--- src/hdl/mcpt_pkg.sv ---
package mcpt_pkg;

	localparam int SLOT_COUNT_DEF    = 64;
	localparam int TICK_DIVISOR_DEF  = 10;
	localparam int INTERVAL_BITS_DEF = 24;

	localparam int REQ_W    = 3;
	localparam int SLOT_W   = 6;
	localparam int KIND_W   = 2;
	localparam int PERIOD_W = 21;

	localparam logic [PERIOD_W-1:0] PERIOD_MAX = '1;

	localparam logic [REQ_W-1:0] REQ_TICK    = 3'd0;
	localparam logic [REQ_W-1:0] REQ_CREATE  = 3'd1;
	localparam logic [REQ_W-1:0] REQ_START   = 3'd2;
	localparam logic [REQ_W-1:0] REQ_STOP    = 3'd3;
	localparam logic [REQ_W-1:0] REQ_SET     = 3'd4;
	localparam logic [REQ_W-1:0] REQ_DESTROY = 3'd5;

	localparam logic [KIND_W-1:0] KIND_CREATED = 2'd0;
	localparam logic [KIND_W-1:0] KIND_FULL    = 2'd1;
	localparam logic [KIND_W-1:0] KIND_FIRED   = 2'd2;

	typedef struct packed {
		logic capture;
		logic do_tick;
		logic do_create;
		logic do_exec;
		logic do_flush;
	} cmd_t;

	typedef struct packed {
		logic step_ok;
		logic last_slot;
	} sts_t;

endpackage

--- src/hdl/mcpt_ctrl.sv ---
module mcpt_ctrl (
	input  logic                       clk,
	input  logic                       arst_n,
	input  logic                       in_valid,
	output logic                       in_stall,
	input  logic [mcpt_pkg::REQ_W-1:0] req_type,
	input  mcpt_pkg::sts_t             sts,
	output mcpt_pkg::cmd_t             cmd
);
	import mcpt_pkg::*;

	localparam logic [2:0] ST_IDLE   = 3'd0;
	localparam logic [2:0] ST_TICK   = 3'd1;
	localparam logic [2:0] ST_CREATE = 3'd2;
	localparam logic [2:0] ST_EXEC   = 3'd3;
	localparam logic [2:0] ST_FLUSH  = 3'd4;

	logic [2:0] state_q;
	logic [2:0] state_d;
	logic       accept;

	assign in_stall = (state_q != ST_IDLE);
	assign accept   = in_valid && !in_stall;

	always_comb begin
		state_d = state_q;
		case (state_q)
			ST_IDLE: begin
				if (accept) begin
					case (req_type)
						REQ_TICK:   state_d = ST_TICK;
						REQ_CREATE: state_d = ST_CREATE;
						default:    state_d = ST_EXEC;
					endcase
				end
			end
			ST_TICK: begin
				if (sts.step_ok && sts.last_slot) state_d = ST_FLUSH;
			end
			ST_CREATE: begin
				if (sts.step_ok) state_d = ST_IDLE;
			end
			ST_EXEC: begin
				state_d = ST_IDLE;
			end
			ST_FLUSH: begin
				if (sts.step_ok) state_d = ST_IDLE;
			end
			default: begin
				state_d = ST_IDLE;
			end
		endcase
	end

	always_ff @(posedge clk or negedge arst_n) begin
		if (!arst_n) begin
			state_q <= ST_IDLE;
		end else begin
			state_q <= state_d;
		end
	end

	assign cmd.capture   = accept;
	assign cmd.do_tick   = (state_q == ST_TICK);
	assign cmd.do_create = (state_q == ST_CREATE);
	assign cmd.do_exec   = (state_q == ST_EXEC);
	assign cmd.do_flush  = (state_q == ST_FLUSH);

endmodule

--- src/hdl/mcpt_dp.sv ---
module mcpt_dp #(
	parameter int SLOT_COUNT    = mcpt_pkg::SLOT_COUNT_DEF,
	parameter int TICK_DIVISOR  = mcpt_pkg::TICK_DIVISOR_DEF,
	parameter int INTERVAL_BITS = mcpt_pkg::INTERVAL_BITS_DEF
) (
	input  logic                        clk,
	input  logic                        arst_n,
	input  mcpt_pkg::cmd_t              cmd,
	output mcpt_pkg::sts_t              sts,
	input  logic [mcpt_pkg::REQ_W-1:0]  req_type,
	input  logic [mcpt_pkg::SLOT_W-1:0] slot,
	input  logic [INTERVAL_BITS-1:0]    interval_ms,
	output logic                        out_valid,
	input  logic                        out_stall,
	output logic [mcpt_pkg::KIND_W-1:0] result_kind,
	output logic [mcpt_pkg::SLOT_W-1:0] result_slot,
	output logic                        last
);
	import mcpt_pkg::*;

	localparam int IDX_W     = (SLOT_COUNT > 1) ? $clog2(SLOT_COUNT) : 1;
	localparam int DIV_SHIFT = INTERVAL_BITS + $clog2(TICK_DIVISOR);
	localparam int MULT_W    = INTERVAL_BITS + 1;
	localparam int PROD_W    = 2 * INTERVAL_BITS + 1;
	localparam logic [63:0] DIV_MULT_W =
		((64'd1 << DIV_SHIFT) + 64'(TICK_DIVISOR) - 64'd1) / 64'(TICK_DIVISOR);
	localparam logic [MULT_W-1:0] DIV_MULT = DIV_MULT_W[MULT_W-1:0];
	localparam logic [IDX_W-1:0]  IDX_LAST = IDX_W'(SLOT_COUNT - 1);

	logic [REQ_W-1:0]    req_q;
	logic [SLOT_W-1:0]   slot_q;
	logic [PROD_W-1:0]   prod_q;
	logic [IDX_W-1:0]    idx_q;
	logic [SLOT_COUNT-1:0] used_q;
	logic [SLOT_COUNT-1:0] armed_q;
	logic                pend_valid_q;
	logic [IDX_W-1:0]    pend_slot_q;
	logic                out_valid_q;
	logic [KIND_W-1:0]   out_kind_q;
	logic [SLOT_W-1:0]   out_slot_q;
	logic                out_last_q;
	logic [PERIOD_W-1:0] rd_period_q;
	logic [PERIOD_W-1:0] rd_phase_q;
	logic [PERIOD_W-1:0] per_mem [SLOT_COUNT];
	logic [PERIOD_W-1:0] ph_mem [SLOT_COUNT];

	logic [INTERVAL_BITS-1:0] quo;
	logic [PERIOD_W-1:0] new_period;
	logic [PERIOD_W-1:0] ph_next;
	logic                cur_used;
	logic                cur_active;
	logic                fire;
	logic                out_free;
	logic                last_slot;
	logic                tick_push;
	logic                tick_ok;
	logic                tick_go;
	logic                create_emit;
	logic                create_ok;
	logic                create_go;
	logic                flush_ok;
	logic [IDX_W-1:0]    slot_idx;
	logic                exec_go;
	logic                push;
	logic [KIND_W-1:0]   push_kind;
	logic [IDX_W-1:0]    push_slot;
	logic                push_last;
	logic [IDX_W-1:0]    wr_addr;
	logic [IDX_W-1:0]    rd_addr;
	logic                per_we;
	logic                ph_we;
	logic [PERIOD_W-1:0] ph_wdata;

	// ticks from milliseconds, reciprocal multiply then clamp
	assign quo = INTERVAL_BITS'(prod_q >> DIV_SHIFT);

	always_comb begin
		if (quo == '0) begin
			new_period = PERIOD_W'(1);
		end else if (32'(quo) > 32'(PERIOD_MAX)) begin
			new_period = PERIOD_MAX;
		end else begin
			new_period = PERIOD_W'(quo);
		end
	end

	assign cur_used    = used_q[idx_q];
	assign cur_active  = cur_used && armed_q[idx_q];
	assign ph_next     = rd_phase_q + PERIOD_W'(1);
	assign fire        = (ph_next >= rd_period_q);
	assign out_free    = !out_valid_q || !out_stall;
	assign last_slot   = (idx_q == IDX_LAST);

	assign tick_push   = cur_active && fire && pend_valid_q;
	assign tick_ok     = !tick_push || out_free;
	assign tick_go     = cmd.do_tick && tick_ok;
	assign create_emit = !cur_used || last_slot;
	assign create_ok   = create_emit && out_free;
	assign create_go   = cmd.do_create && create_ok;
	assign flush_ok    = !pend_valid_q || out_free;

	assign slot_idx = IDX_W'(slot_q);
	assign exec_go  = cmd.do_exec && (32'(slot_q) < 32'(SLOT_COUNT)) && used_q[slot_idx];

	always_comb begin
		if (cmd.do_tick) begin
			sts.step_ok = tick_ok;
		end else if (cmd.do_create) begin
			sts.step_ok = create_ok;
		end else if (cmd.do_flush) begin
			sts.step_ok = flush_ok;
		end else begin
			sts.step_ok = 1'b1;
		end
		sts.last_slot = last_slot;
	end

	// result beat selection; the last firing of a tick waits for the flush
	always_comb begin
		push      = 1'b0;
		push_kind = KIND_FIRED;
		push_slot = pend_slot_q;
		push_last = 1'b0;
		if (tick_go && tick_push) begin
			push = 1'b1;
		end
		if (create_go) begin
			push      = 1'b1;
			push_kind = cur_used ? KIND_FULL : KIND_CREATED;
			push_slot = cur_used ? '0 : idx_q;
			push_last = 1'b1;
		end
		if (cmd.do_flush && flush_ok && pend_valid_q) begin
			push      = 1'b1;
			push_last = 1'b1;
		end
	end

	always_comb begin
		wr_addr  = idx_q;
		per_we   = 1'b0;
		ph_we    = 1'b0;
		ph_wdata = '0;
		if (tick_go && cur_active) begin
			ph_we    = 1'b1;
			ph_wdata = fire ? '0 : ph_next;
		end
		if (create_go && !cur_used) begin
			per_we = 1'b1;
			ph_we  = 1'b1;
		end
		if (exec_go) begin
			wr_addr = slot_idx;
			case (req_q)
				REQ_STOP, REQ_DESTROY: begin
					ph_we = 1'b1;
				end
				REQ_SET: begin
					per_we = 1'b1;
					ph_we  = 1'b1;
				end
				default: begin
				end
			endcase
		end
	end

	always_comb begin
		if (tick_go) begin
			rd_addr = last_slot ? '0 : idx_q + IDX_W'(1);
		end else begin
			rd_addr = idx_q;
		end
	end

	always_ff @(posedge clk) begin
		if (per_we) per_mem[wr_addr] <= new_period;
		if (ph_we) ph_mem[wr_addr] <= ph_wdata;
		rd_period_q <= per_mem[rd_addr];
		rd_phase_q  <= ph_mem[rd_addr];
	end

	always_ff @(posedge clk) begin
		if (cmd.capture) begin
			req_q  <= req_type;
			slot_q <= slot;
			prod_q <= PROD_W'(interval_ms) * PROD_W'(DIV_MULT);
		end
	end

	always_ff @(posedge clk or negedge arst_n) begin
		if (!arst_n) begin
			idx_q        <= '0;
			used_q       <= '0;
			armed_q      <= '0;
			pend_valid_q <= 1'b0;
			pend_slot_q  <= '0;
			out_valid_q  <= 1'b0;
		end else begin
			if (tick_go) begin
				idx_q <= last_slot ? '0 : idx_q + IDX_W'(1);
			end else if (cmd.do_create) begin
				if (create_ok) begin
					idx_q <= '0;
				end else if (!create_emit) begin
					idx_q <= idx_q + IDX_W'(1);
				end
			end

			if (create_go && !cur_used) begin
				used_q[idx_q]  <= 1'b1;
				armed_q[idx_q] <= 1'b0;
			end
			if (exec_go) begin
				case (req_q)
					REQ_START: armed_q[slot_idx] <= 1'b1;
					REQ_STOP:  armed_q[slot_idx] <= 1'b0;
					REQ_SET:   armed_q[slot_idx] <= 1'b1;
					REQ_DESTROY: begin
						armed_q[slot_idx] <= 1'b0;
						used_q[slot_idx]  <= 1'b0;
					end
					default: begin
					end
				endcase
			end

			if (tick_go && cur_active && fire) begin
				pend_valid_q <= 1'b1;
				pend_slot_q  <= idx_q;
			end else if (cmd.do_flush && flush_ok) begin
				pend_valid_q <= 1'b0;
			end

			if (push) begin
				out_valid_q <= 1'b1;
			end else if (!out_stall) begin
				out_valid_q <= 1'b0;
			end
		end
	end

	always_ff @(posedge clk) begin
		if (push) begin
			out_kind_q <= push_kind;
			out_slot_q <= SLOT_W'(push_slot);
			out_last_q <= push_last;
		end
	end

	assign out_valid   = out_valid_q;
	assign result_kind = out_kind_q;
	assign result_slot = out_slot_q;
	assign last        = out_last_q;

	a_idle_idx: assert property (@(posedge clk) disable iff (!arst_n)
		(!cmd.do_tick && !cmd.do_create) |-> (idx_q == '0))
		else $error("slot index not parked at zero outside a walk");

	a_armed_used: assert property (@(posedge clk) disable iff (!arst_n)
		((armed_q & ~used_q) == '0))
		else $error("armed slot that is not in use");

	a_pend_walk: assert property (@(posedge clk) disable iff (!arst_n)
		pend_valid_q |-> (cmd.do_tick || cmd.do_flush))
		else $error("pending firing left over after a tick");

	a_create_claim: assert property (@(posedge clk) disable iff (!arst_n)
		(create_go && !cur_used) |=> used_q[$past(idx_q)])
		else $error("created slot not marked in use");

endmodule

--- src/hdl/multi_channel_periodic_timer_top.sv ---
// channel  dir  handshake          beat fields
// in       in   in_valid/in_stall  req_type, slot, interval_ms
// out      out  out_valid/out_stall result_kind, result_slot, last
//
// a tick walks one slot per cycle through the period and phase memories, unless out_stall holds the walk
// a create scans one slot per cycle unless out_stall holds it; other requests pass through the exec state
// reset clears the in-use and armed flags at once, no clearing pass
// out_stall holds a walk only when a beat is ready and the result register is still full
module multi_channel_periodic_timer_top #(
	parameter int SLOT_COUNT    = mcpt_pkg::SLOT_COUNT_DEF,
	parameter int TICK_DIVISOR  = mcpt_pkg::TICK_DIVISOR_DEF,
	parameter int INTERVAL_BITS = mcpt_pkg::INTERVAL_BITS_DEF
) (
	input  logic                        clk,
	input  logic                        arst_n,
	input  logic                        in_valid,
	output logic                        in_stall,
	input  logic [mcpt_pkg::REQ_W-1:0]  req_type,
	input  logic [mcpt_pkg::SLOT_W-1:0] slot,
	input  logic [INTERVAL_BITS-1:0]    interval_ms,
	output logic                        out_valid,
	input  logic                        out_stall,
	output logic [mcpt_pkg::KIND_W-1:0] result_kind,
	output logic [mcpt_pkg::SLOT_W-1:0] result_slot,
	output logic                        last
);
	import mcpt_pkg::*;

	cmd_t cmd;
	sts_t sts;

	mcpt_ctrl u_ctrl (
		.clk      (clk),
		.arst_n   (arst_n),
		.in_valid (in_valid),
		.in_stall (in_stall),
		.req_type (req_type),
		.sts      (sts),
		.cmd      (cmd)
	);

	mcpt_dp #(
		.SLOT_COUNT    (SLOT_COUNT),
		.TICK_DIVISOR  (TICK_DIVISOR),
		.INTERVAL_BITS (INTERVAL_BITS)
	) u_dp (
		.clk         (clk),
		.arst_n      (arst_n),
		.cmd         (cmd),
		.sts         (sts),
		.req_type    (req_type),
		.slot        (slot),
		.interval_ms (interval_ms),
		.out_valid   (out_valid),
		.out_stall   (out_stall),
		.result_kind (result_kind),
		.result_slot (result_slot),
		.last        (last)
	);

endmodule
--- config.mk ---
export PLATFORM = sky130hd
export DESIGN_NAME = multi_channel_periodic_timer_top
export DESIGN_NICKNAME = d
export VERILOG_FILES = /design/src/hdl/mcpt_pkg.sv /design/src/hdl/mcpt_ctrl.sv /design/src/hdl/mcpt_dp.sv /design/src/hdl/multi_channel_periodic_timer_top.sv
export SDC_FILE = /design/constraint.sdc
export NUM_CORES = 2
export LEC_CHECK = 0
export ABC_AREA = 0
export BUFFER_PORTS_ARGS = -buffer_cell sky130_fd_sc_hd__buf_2
export CORE_MARGIN = 4
export CORE_UTILIZATION = 34
export CTS_CLUSTER_DIAMETER = 60
export DETAILED_ROUTE_END_ITERATION = 10
export RECOVER_POWER = 100
export SLEW_MARGIN = 20
export SYNTH_ARGS = -nofsm -noshare
export SYNTH_HDL_FRONTEND = slang
export SYNTH_SLANG_ARGS = --single-unit
--- constraint.sdc ---
create_clock -name clk -period 7.3 [get_ports clk]
set_input_delay 0.73 -clock clk [delete_from_list [all_inputs] [get_ports clk]]
set_output_delay 0.73 -clock clk [all_outputs]
set_load 0.05 [all_outputs]
# Word-level counts from Yosys, hierarchy flattened
# Memory sizes are Yosys's and may differ from the RTL's. A register that Yosys moved wholly into a read port is not among the register bits.
# Cells that the tools add are included.
[word_totals] ram_bits=2688 input_bits=37 elab_cells=142 register_bits=211 out_inout_bits=11 romBits=0 mem_count=2 latchBits=0
[mem_list] memory="u_dp.per_mem" words=64 word_bits=21 read_ports=1 rd_clocked_by_memory_dff=1 write_ports=1 line_no="mcpt_dp.sv:44" rtl="logic [PERIOD_W-1:0] per_mem [SLOT_COUNT];"
[mem_list] memory="u_dp.ph_mem" words=64 word_bits=21 read_ports=1 rd_clocked_by_memory_dff=1 write_ports=1 line_no="mcpt_dp.sv:45" rtl="logic [PERIOD_W-1:0] ph_mem [SLOT_COUNT];"
[op_classes] multipliers=1 n_eq_ne=15 n_bitwise=7 order_cmp=6 n_div=0 addsub=2 n_reduce_logical=39 muxes=57 n_shift=0
[op_table] operator="$mux 64" count=5
[op_table] operator="$and 64x64->64" count=3
[op_table] operator="$not 64->64" count=2
[op_table] operator="$or 64x64->64" count=2
[op_table] operator="$pmux 64 s2" count=1
[op_table] operator="$mux 21" count=4
[op_table] operator="$mux 6" count=9
[op_table] operator="$mul 24x24->48 const B" count=1
[op_table] operator="$mux 1" count=28
[op_table] operator="$logic_not 24->1" count=1
[op_table] operator="$add 21x1->21 const B" count=1
[op_table] operator="$ge 21x21->1" count=1
[op_table] operator="$gt 21x21->1 const B" count=1
[op_table] operator="$bmux 1 s6" count=3
[op_table] operator="$logic_and 1x1->1" count=17
[op_table] operator="$lt 6x7->1 const B" count=2
[op_table] operator="$demux 1 s6" count=2
[op_table] operator="$eq 3x2->1 const B" count=4
[op_table] operator="$ge 6x1->1 const B" count=2
[op_table] operator="$eq 3x3->1 const B" count=3
[op_table] operator="$mux 3" count=3
[op_table] operator="$pmux 3 s3" count=1
[op_table] operator="$add 6x1->6 const B" count=1
[op_table] operator="$eq 3x1->1 const B" count=2
[op_table] operator="other kinds (14)" count=28

# Depth between registers and ports, before layout
[logic_depth] depth_word=15 mapped_depth=27

# Cells and area by module
# Synthesis repeated with hierarchy kept, for this count alone.
[unflattened] hier_cells=9601 hier_area_um2=127989.0
[modules_own_cells] mod="mcpt_dp" instances=1 seq_area_each_um2=86282.8 cells_per_inst=9582 area_each_um2=127783.8
[modules_own_cells] mod="mcpt_ctrl" instances=1 seq_area_each_um2=75.1 cells_per_inst=19 area_each_um2=205.2

# Least setup slack after synthesis
# No wires, ideal clock.
[synth_timing] path_kind="register to register" startpoint="reg u_dp.rd_phase_q[0] (read register of u_dp.ph_mem)" endpoint="mem u_dp.ph_mem[0][0], data pin" n_path_buf=1 synth_period_minus_slack_ps=7417 arrival_time_ps=6552 required_ps=6435 path_stages_with_launch=18 setup_slack_ps=-117 cell_sequence="dfxtp_1 > ha_1 > nand2_1 > nor3_1 > nor2b_1 > and2_1 > xor2_1 > ha_1 > a21o_1 > a21o_1 > a221oi_1 > o211ai_1 > nor2_1 > or4_1 > buf_2 > and2_1 > nand2_1 > nor4_1"
[synth_via] elab_chain_cells=9 elab_cells_between_ends=10 classes_between="1 x add/sub; 1 x order compare; 2 x mux; 6 x reduce/logical"
[synth_rtl] item="start: declaration" line_no="mcpt_dp.sv:43" rtl="logic [PERIOD_W-1:0] rd_phase_q;"
[synth_rtl] item="$add 21x1->21 *" line_no="mcpt_dp.sv:89" rtl="assign ph_next = rd_phase_q + PERIOD_W'(1);"
[synth_rtl] item="$ge 21x21->1" line_no="mcpt_dp.sv:90" rtl="assign fire = (ph_next >= rd_period_q);"
[synth_rtl] item="$logic_and 1x1->1 (2 in a row)" line_no="mcpt_dp.sv:94" rtl="assign tick_push = cur_active && fire && pend_valid_q;"
[synth_rtl] item="$logic_not 1->1" line_no="mcpt_dp.sv:95" rtl="assign tick_ok = !tick_push || out_free;"
[synth_rtl] item="$logic_or 1x1->1" line_no="mcpt_dp.sv:95"
[synth_rtl] item="$logic_and 1x1->1" line_no="mcpt_dp.sv:96" rtl="assign tick_go = cmd.do_tick && tick_ok;"
[synth_rtl] item="$logic_and 1x1->1" line_no="mcpt_dp.sv:144" rtl="if (tick_go && cur_active) begin"
[synth_rtl] item="$mux 21 *" line_no="mcpt_dp.sv:144"
[synth_rtl] item="net u_dp.ph_wdata[0]" line_no="mcpt_dp.sv:72" rtl="logic [PERIOD_W-1:0] ph_wdata;"
[synth_rtl] item="end: declaration" line_no="mcpt_dp.sv:45"
# The timed path passes the listed nets; every way through them passes the cells marked *.

# Final worst setup path
[layout_timing] startpoint="reg u_dp.rd_phase_q[0] (read register of u_dp.ph_mem)" endpoint="mem u_dp.ph_mem[31][9], enable pin"
[layout_via] elab_chain_cells=14
[layout_rtl] item="$add 21x1->21 *" line_no="mcpt_dp.sv:89"
[layout_rtl] item="$ge 21x21->1 *" line_no="mcpt_dp.sv:90"
[layout_rtl] item="$logic_and 1x1->1 * (2 in a row)" line_no="mcpt_dp.sv:94"
[layout_rtl] item="$logic_not 1->1 *" line_no="mcpt_dp.sv:95"
[layout_rtl] item="$logic_or 1x1->1 *" line_no="mcpt_dp.sv:95"
[layout_rtl] item="$logic_and 1x1->1 *" line_no="mcpt_dp.sv:96"
[layout_rtl] item="$logic_and 1x1->1 *" line_no="mcpt_dp.sv:144"
[layout_rtl] item="$mux 1 *" line_no="mcpt_dp.sv:144"
[layout_rtl] item="$mux 1 *" line_no="mcpt_dp.sv:148" rtl="if (create_go && !cur_used) begin"
[layout_rtl] item="$mux 1" line_no="mcpt_dp.sv:154" rtl="case (req_q)"
[layout_rtl] item="$mux 1 *" line_no="mcpt_dp.sv:152" rtl="if (exec_go) begin"
[layout_rtl] item="$mux 1 *" line_no="mcpt_dp.sv:178" rtl="if (ph_we) ph_mem[wr_addr] <= ph_wdata;"
[layout_rtl] item="$mux 1 (not written as such) *" line_no="mcpt_dp.sv:178"
# Mark *: on every way between the ends. The rest lies on a longest branch, timed or not.

==> flow_summary.toml <==
[outcome]
outcome = "finished, violations left"
failed_checks = "capacitance limit, slew limit"

[detailed_routing]
routed_wl_um = 383000
viasPerCell = 5.36
final_antenna_net_count = 0
first_pass_iters = 8
vias = 84700
drt_iter0_drc = 10200
wl_per_cell_um = 24.2
drc_errors = 0

[yosys]
synth_edf_count = 2727
synth_nets = 10700
synth_warnings = 0
syn-cell-area_um2 = 128000
synth_cells = 10200
avgSynthCellArea_um2 = 12.5
ys_seq_area_share_pct = 67.6
ys_seq_elements = 2914
async_flop_share_pct = 4.98
ys_types = 79
synth-main-ff-cell = "edfxtp_1"

[global_routing]
grt_max_degree = 99
antenna_found_initial = 16
grt-ovfl-total = 0
grt_pass1_vias = 80600
grt_pass1_wl_um = 559000
grt_use_total_pct = 19.3

[cells_and_area]
area_growth_pct = 14.8
stdcell_area_um2 = 147000
fill_cells = 35200
drive_above_1_share_pct = 10.9
fin_cells = 15800
fin_nets = 11100
fin_util_pct = 39.3

[critical_path]
arrival_ns = 7.77
crit_buf_inv = 3
crit_type = "reg -> reg"
cp_top_family = "simple AND/OR/NAND/NOR gates"
cp_max_fo = 18
cp-end-kind = "flip-flop"
worst_path_most_repeated_cell = "nand2_1"
slowest_delay_ns = 1.04
startpoint_type = "flip-flop"
crit_required_ns = 7.94
cp_slowest_cell = "clkbuf_1"
crit_chain = "ha_1 -> nand2_1 -> nor3_1 -> nor2b_1 -> and3_1 -> xor2_1 -> ha_1 -> nand4_1 -> nor4_1 -> nand2_1 -> a21oi_1 -> nor2_2 -> or4_1 -> and2_1 -> buf_4 -> nand2_1 -> nand2_1 -> o21ai_0 -> clkbuf_1 -> nor2_2 -> buf_4"

[floorplanning]
rows = 224
die_w_um = 621
start_util_pct = 34.2
coreArea_um2 = 373000
io_pins = 48
dieHeight_um = 621
dieArea_um2 = 386000

[timing]
period_share_pct = 97.7
worstMarginPinSlew_ns = 4.96
max_freq_mhz = 140
skew_ns = 0.103
setup_violations = 0
fin_crit_ns = 7.13
slew_headroom_pct = -231
finalHoldViolCount = 0
slew_viol_final = 1861
rsz0062_at_grt = "false"

[power_and_ir_drop]
p_leak_uw = 0.0522
irDropWorstVdd_mv = 0.367
switching_share_pct = 25.1
seq_power_share_pct = 45.8
p_int_uw = 29800
p_sw_uw = 10000
pwr-share-clk_pct = 37.9
pwr-share-comb_pct = 16.3
power_density_nw_per_um2 = 272

[placement]
place_hpwl_um = 239000
dp.cells = 15200
gp_congestion = 0.904
placed_area_um2 = 138000
portBuffers = 47

[cts]
postCtsSetupBuffers = 0
h-tree-depth = 5
cts-buffers-inserted = 316
clock-sinks = 2914
cts-root-buf = "clkbuf_16"
cts_tree = "done"
clock_path_buffers = 4
clk_pin_slew_ns = 0.06
clock_latency_ns = 0.94

[worst_hold_path]
hp-class = "in -> reg"

[job]
maxCapViolations = 33
through the flow:
step / power (uW) / setup slack (ns) / hold WS, ns / setup TNS (ns)
final: 39800 / 0.170 / 0.196 / 0
after global routing: 41800 / 0.000186 / 0.196 / 0
after CTS: 40200 / 0.391 / 0.135 / 0
after detailed placement: 25100 / -0.239 / 0.494 / -0.933
after global placement: 25100 / -0.291 / 0.490 / -1.19
after floorplan: 23400 / 0.490 / 0.434 / 0
power by group through the flow:
stage / Clock (uW) / Combinational (uW) / Sequential, uW
floorplan: 0 / 4750 / 18600
detailed placement: 0 / 6520 / 18600
global placement: 0 / 6520 / 18600
finish: 15100 / 6470 / 18300
global route: 16000 / 7560 / 18200
CTS: 15300 / 6610 / 18300
cell families (layout without fill, tap and decap cells):
kind of cell | after synthesis | in the layout | share of synthesized area [%]
simple gates | 4293 | 4293 | 14.3
flops | 2914 | 2914 | 67.6
compound gates | 1215 | 1215 | 6.15
buf+inv | 954 | 1591 | 3.12
fa+ha+maj | 495 | 495 | 6.07
mux | 264 | 264 | 2.27
xor+xnor | 67 | 67 | 0.465
other cells | 0 | 4 | 0
synthesized netlist by cell type (all sizes together), types with 37 or more instances:
cell       n  area share, %
dfxtp     42           0.66
nand3    960            3.8
fa       208            3.3
ha       287            2.8
nand2   2384            7.0
mux2i    234            1.8
edfxtp  2727             64
o22ai     45           0.22
a311oi   122           0.84
buf      317            1.2
o211ai    51           0.30
nor3      40           0.16
inv      356            1.0
clkbuf   281           0.83
a221oi    53           0.38
o221ai    37           0.25
o21ai    252           0.99
nor4      43           0.22
nor2     573            1.7
dfrtp    145            2.8
a31oi    120           0.59
xor2      38           0.26
and3     190           0.93
a21oi    354            1.4
state kept, by name (all words and copies together) (netlist names), 6 cells and up:
name / flops
u_dp.armed_q: 64
u_dp.idx_q: 6
u_dp.pend_slot_q: 6
u_dp.per_mem: 1344
u_dp.ph_mem: 1344
u_dp.prod_q: 21
u_dp.rd_period_q: 21
u_dp.rd_phase_q: 21
u_dp.result_slot: 6
u_dp.slot_idx: 6
u_dp.used_q: 64
area by class of cell:
type	instances	area (um^2)	area share (%)
multi-input cells	6334	37800	25.8
inverters	356	1340	0.911
diodes	4	10.0	0.00683
well taps	4972	6220	4.24
repair buffers	676	5270	3.59
clock buffers	412	8440	5.75
clock inverters	147	1180	0.802
flip-flops and latches	2914	86400	58.9
layer usage:
metal | vias to the layer above | wire length [um] | global-route usage (%)
met5 | - | 13 | 0
met2 | 3847 | 173000 | 29.9
met4 | 2 | 14300 | 6.53
met3 | 659 | 34600 | 3.43
met1 | 42500 | 161000 | 27.4
li1 | 37700 | - | -
worst register-to-register path, delay by kind of cell (launching register included):
family	cells	cell delay, ns
AND/OR/NAND/NOR	13	3.53
adder cells (fa/ha/maj)	2	0.44
AO/OA/AOI/OAI	2	0.68
XOR/XNOR	1	0.24
buffers and inverters	3	1.53
flip-flops	1	0.45
path summary, 6_finish.rpt:
path	from	end	slack (ns)	depth (start not counted)
worst max-delay path	u_dp.rd_phase_q[0]	u_dp.ph_mem[31][9]	0.17	21
worst min-delay path	in_valid	u_ctrl.state_q[1]	0.20	3
worst max register to register	u_dp.rd_phase_q[0]	u_dp.ph_mem[31][9]	0.17	21
worst min register to register	u_dp.armed_q[31]	u_dp.armed_q[31]	0.51	2
max in group asynchronous	arst_n	u_dp.used_q[22]	1.55	3
min in group asynchronous	arst_n	u_dp.idx_q[2]	2.17	2
layout by cell type, fill, tap and decap left out, types with 43 or more instances in the layout:
cell type	count
edfxtp_1	2727
o22ai_1	45
nor2_2	102
inv_1	356
ha_1	287
fa_1	208
clkinv_1	63
clkinv_2	43
and3_1	183
clkbuf_16	323
o21ai_0	249
clkbuf_1	156
a221oi_1	52
buf_12	60
o211ai_1	51
nor2_1	467
buf_4	361
nand2_1	2383
nand3_1	958
clkbuf_2	97
a21oi_1	350
mux2i_1	234
a31oi_1	119
dfrtp_1	144
a311oi_1	121
repair_timing:
| action | CTS | global route |
|---|---|---|
| resized for setup | 0 | 1 |
| hold buffers | 10 | 0 |
| hold endpoints to repair | 95 | 0 |
| endpoints found under the setup margin | 0 | 1 |
(Power assumes the default switching activity.)
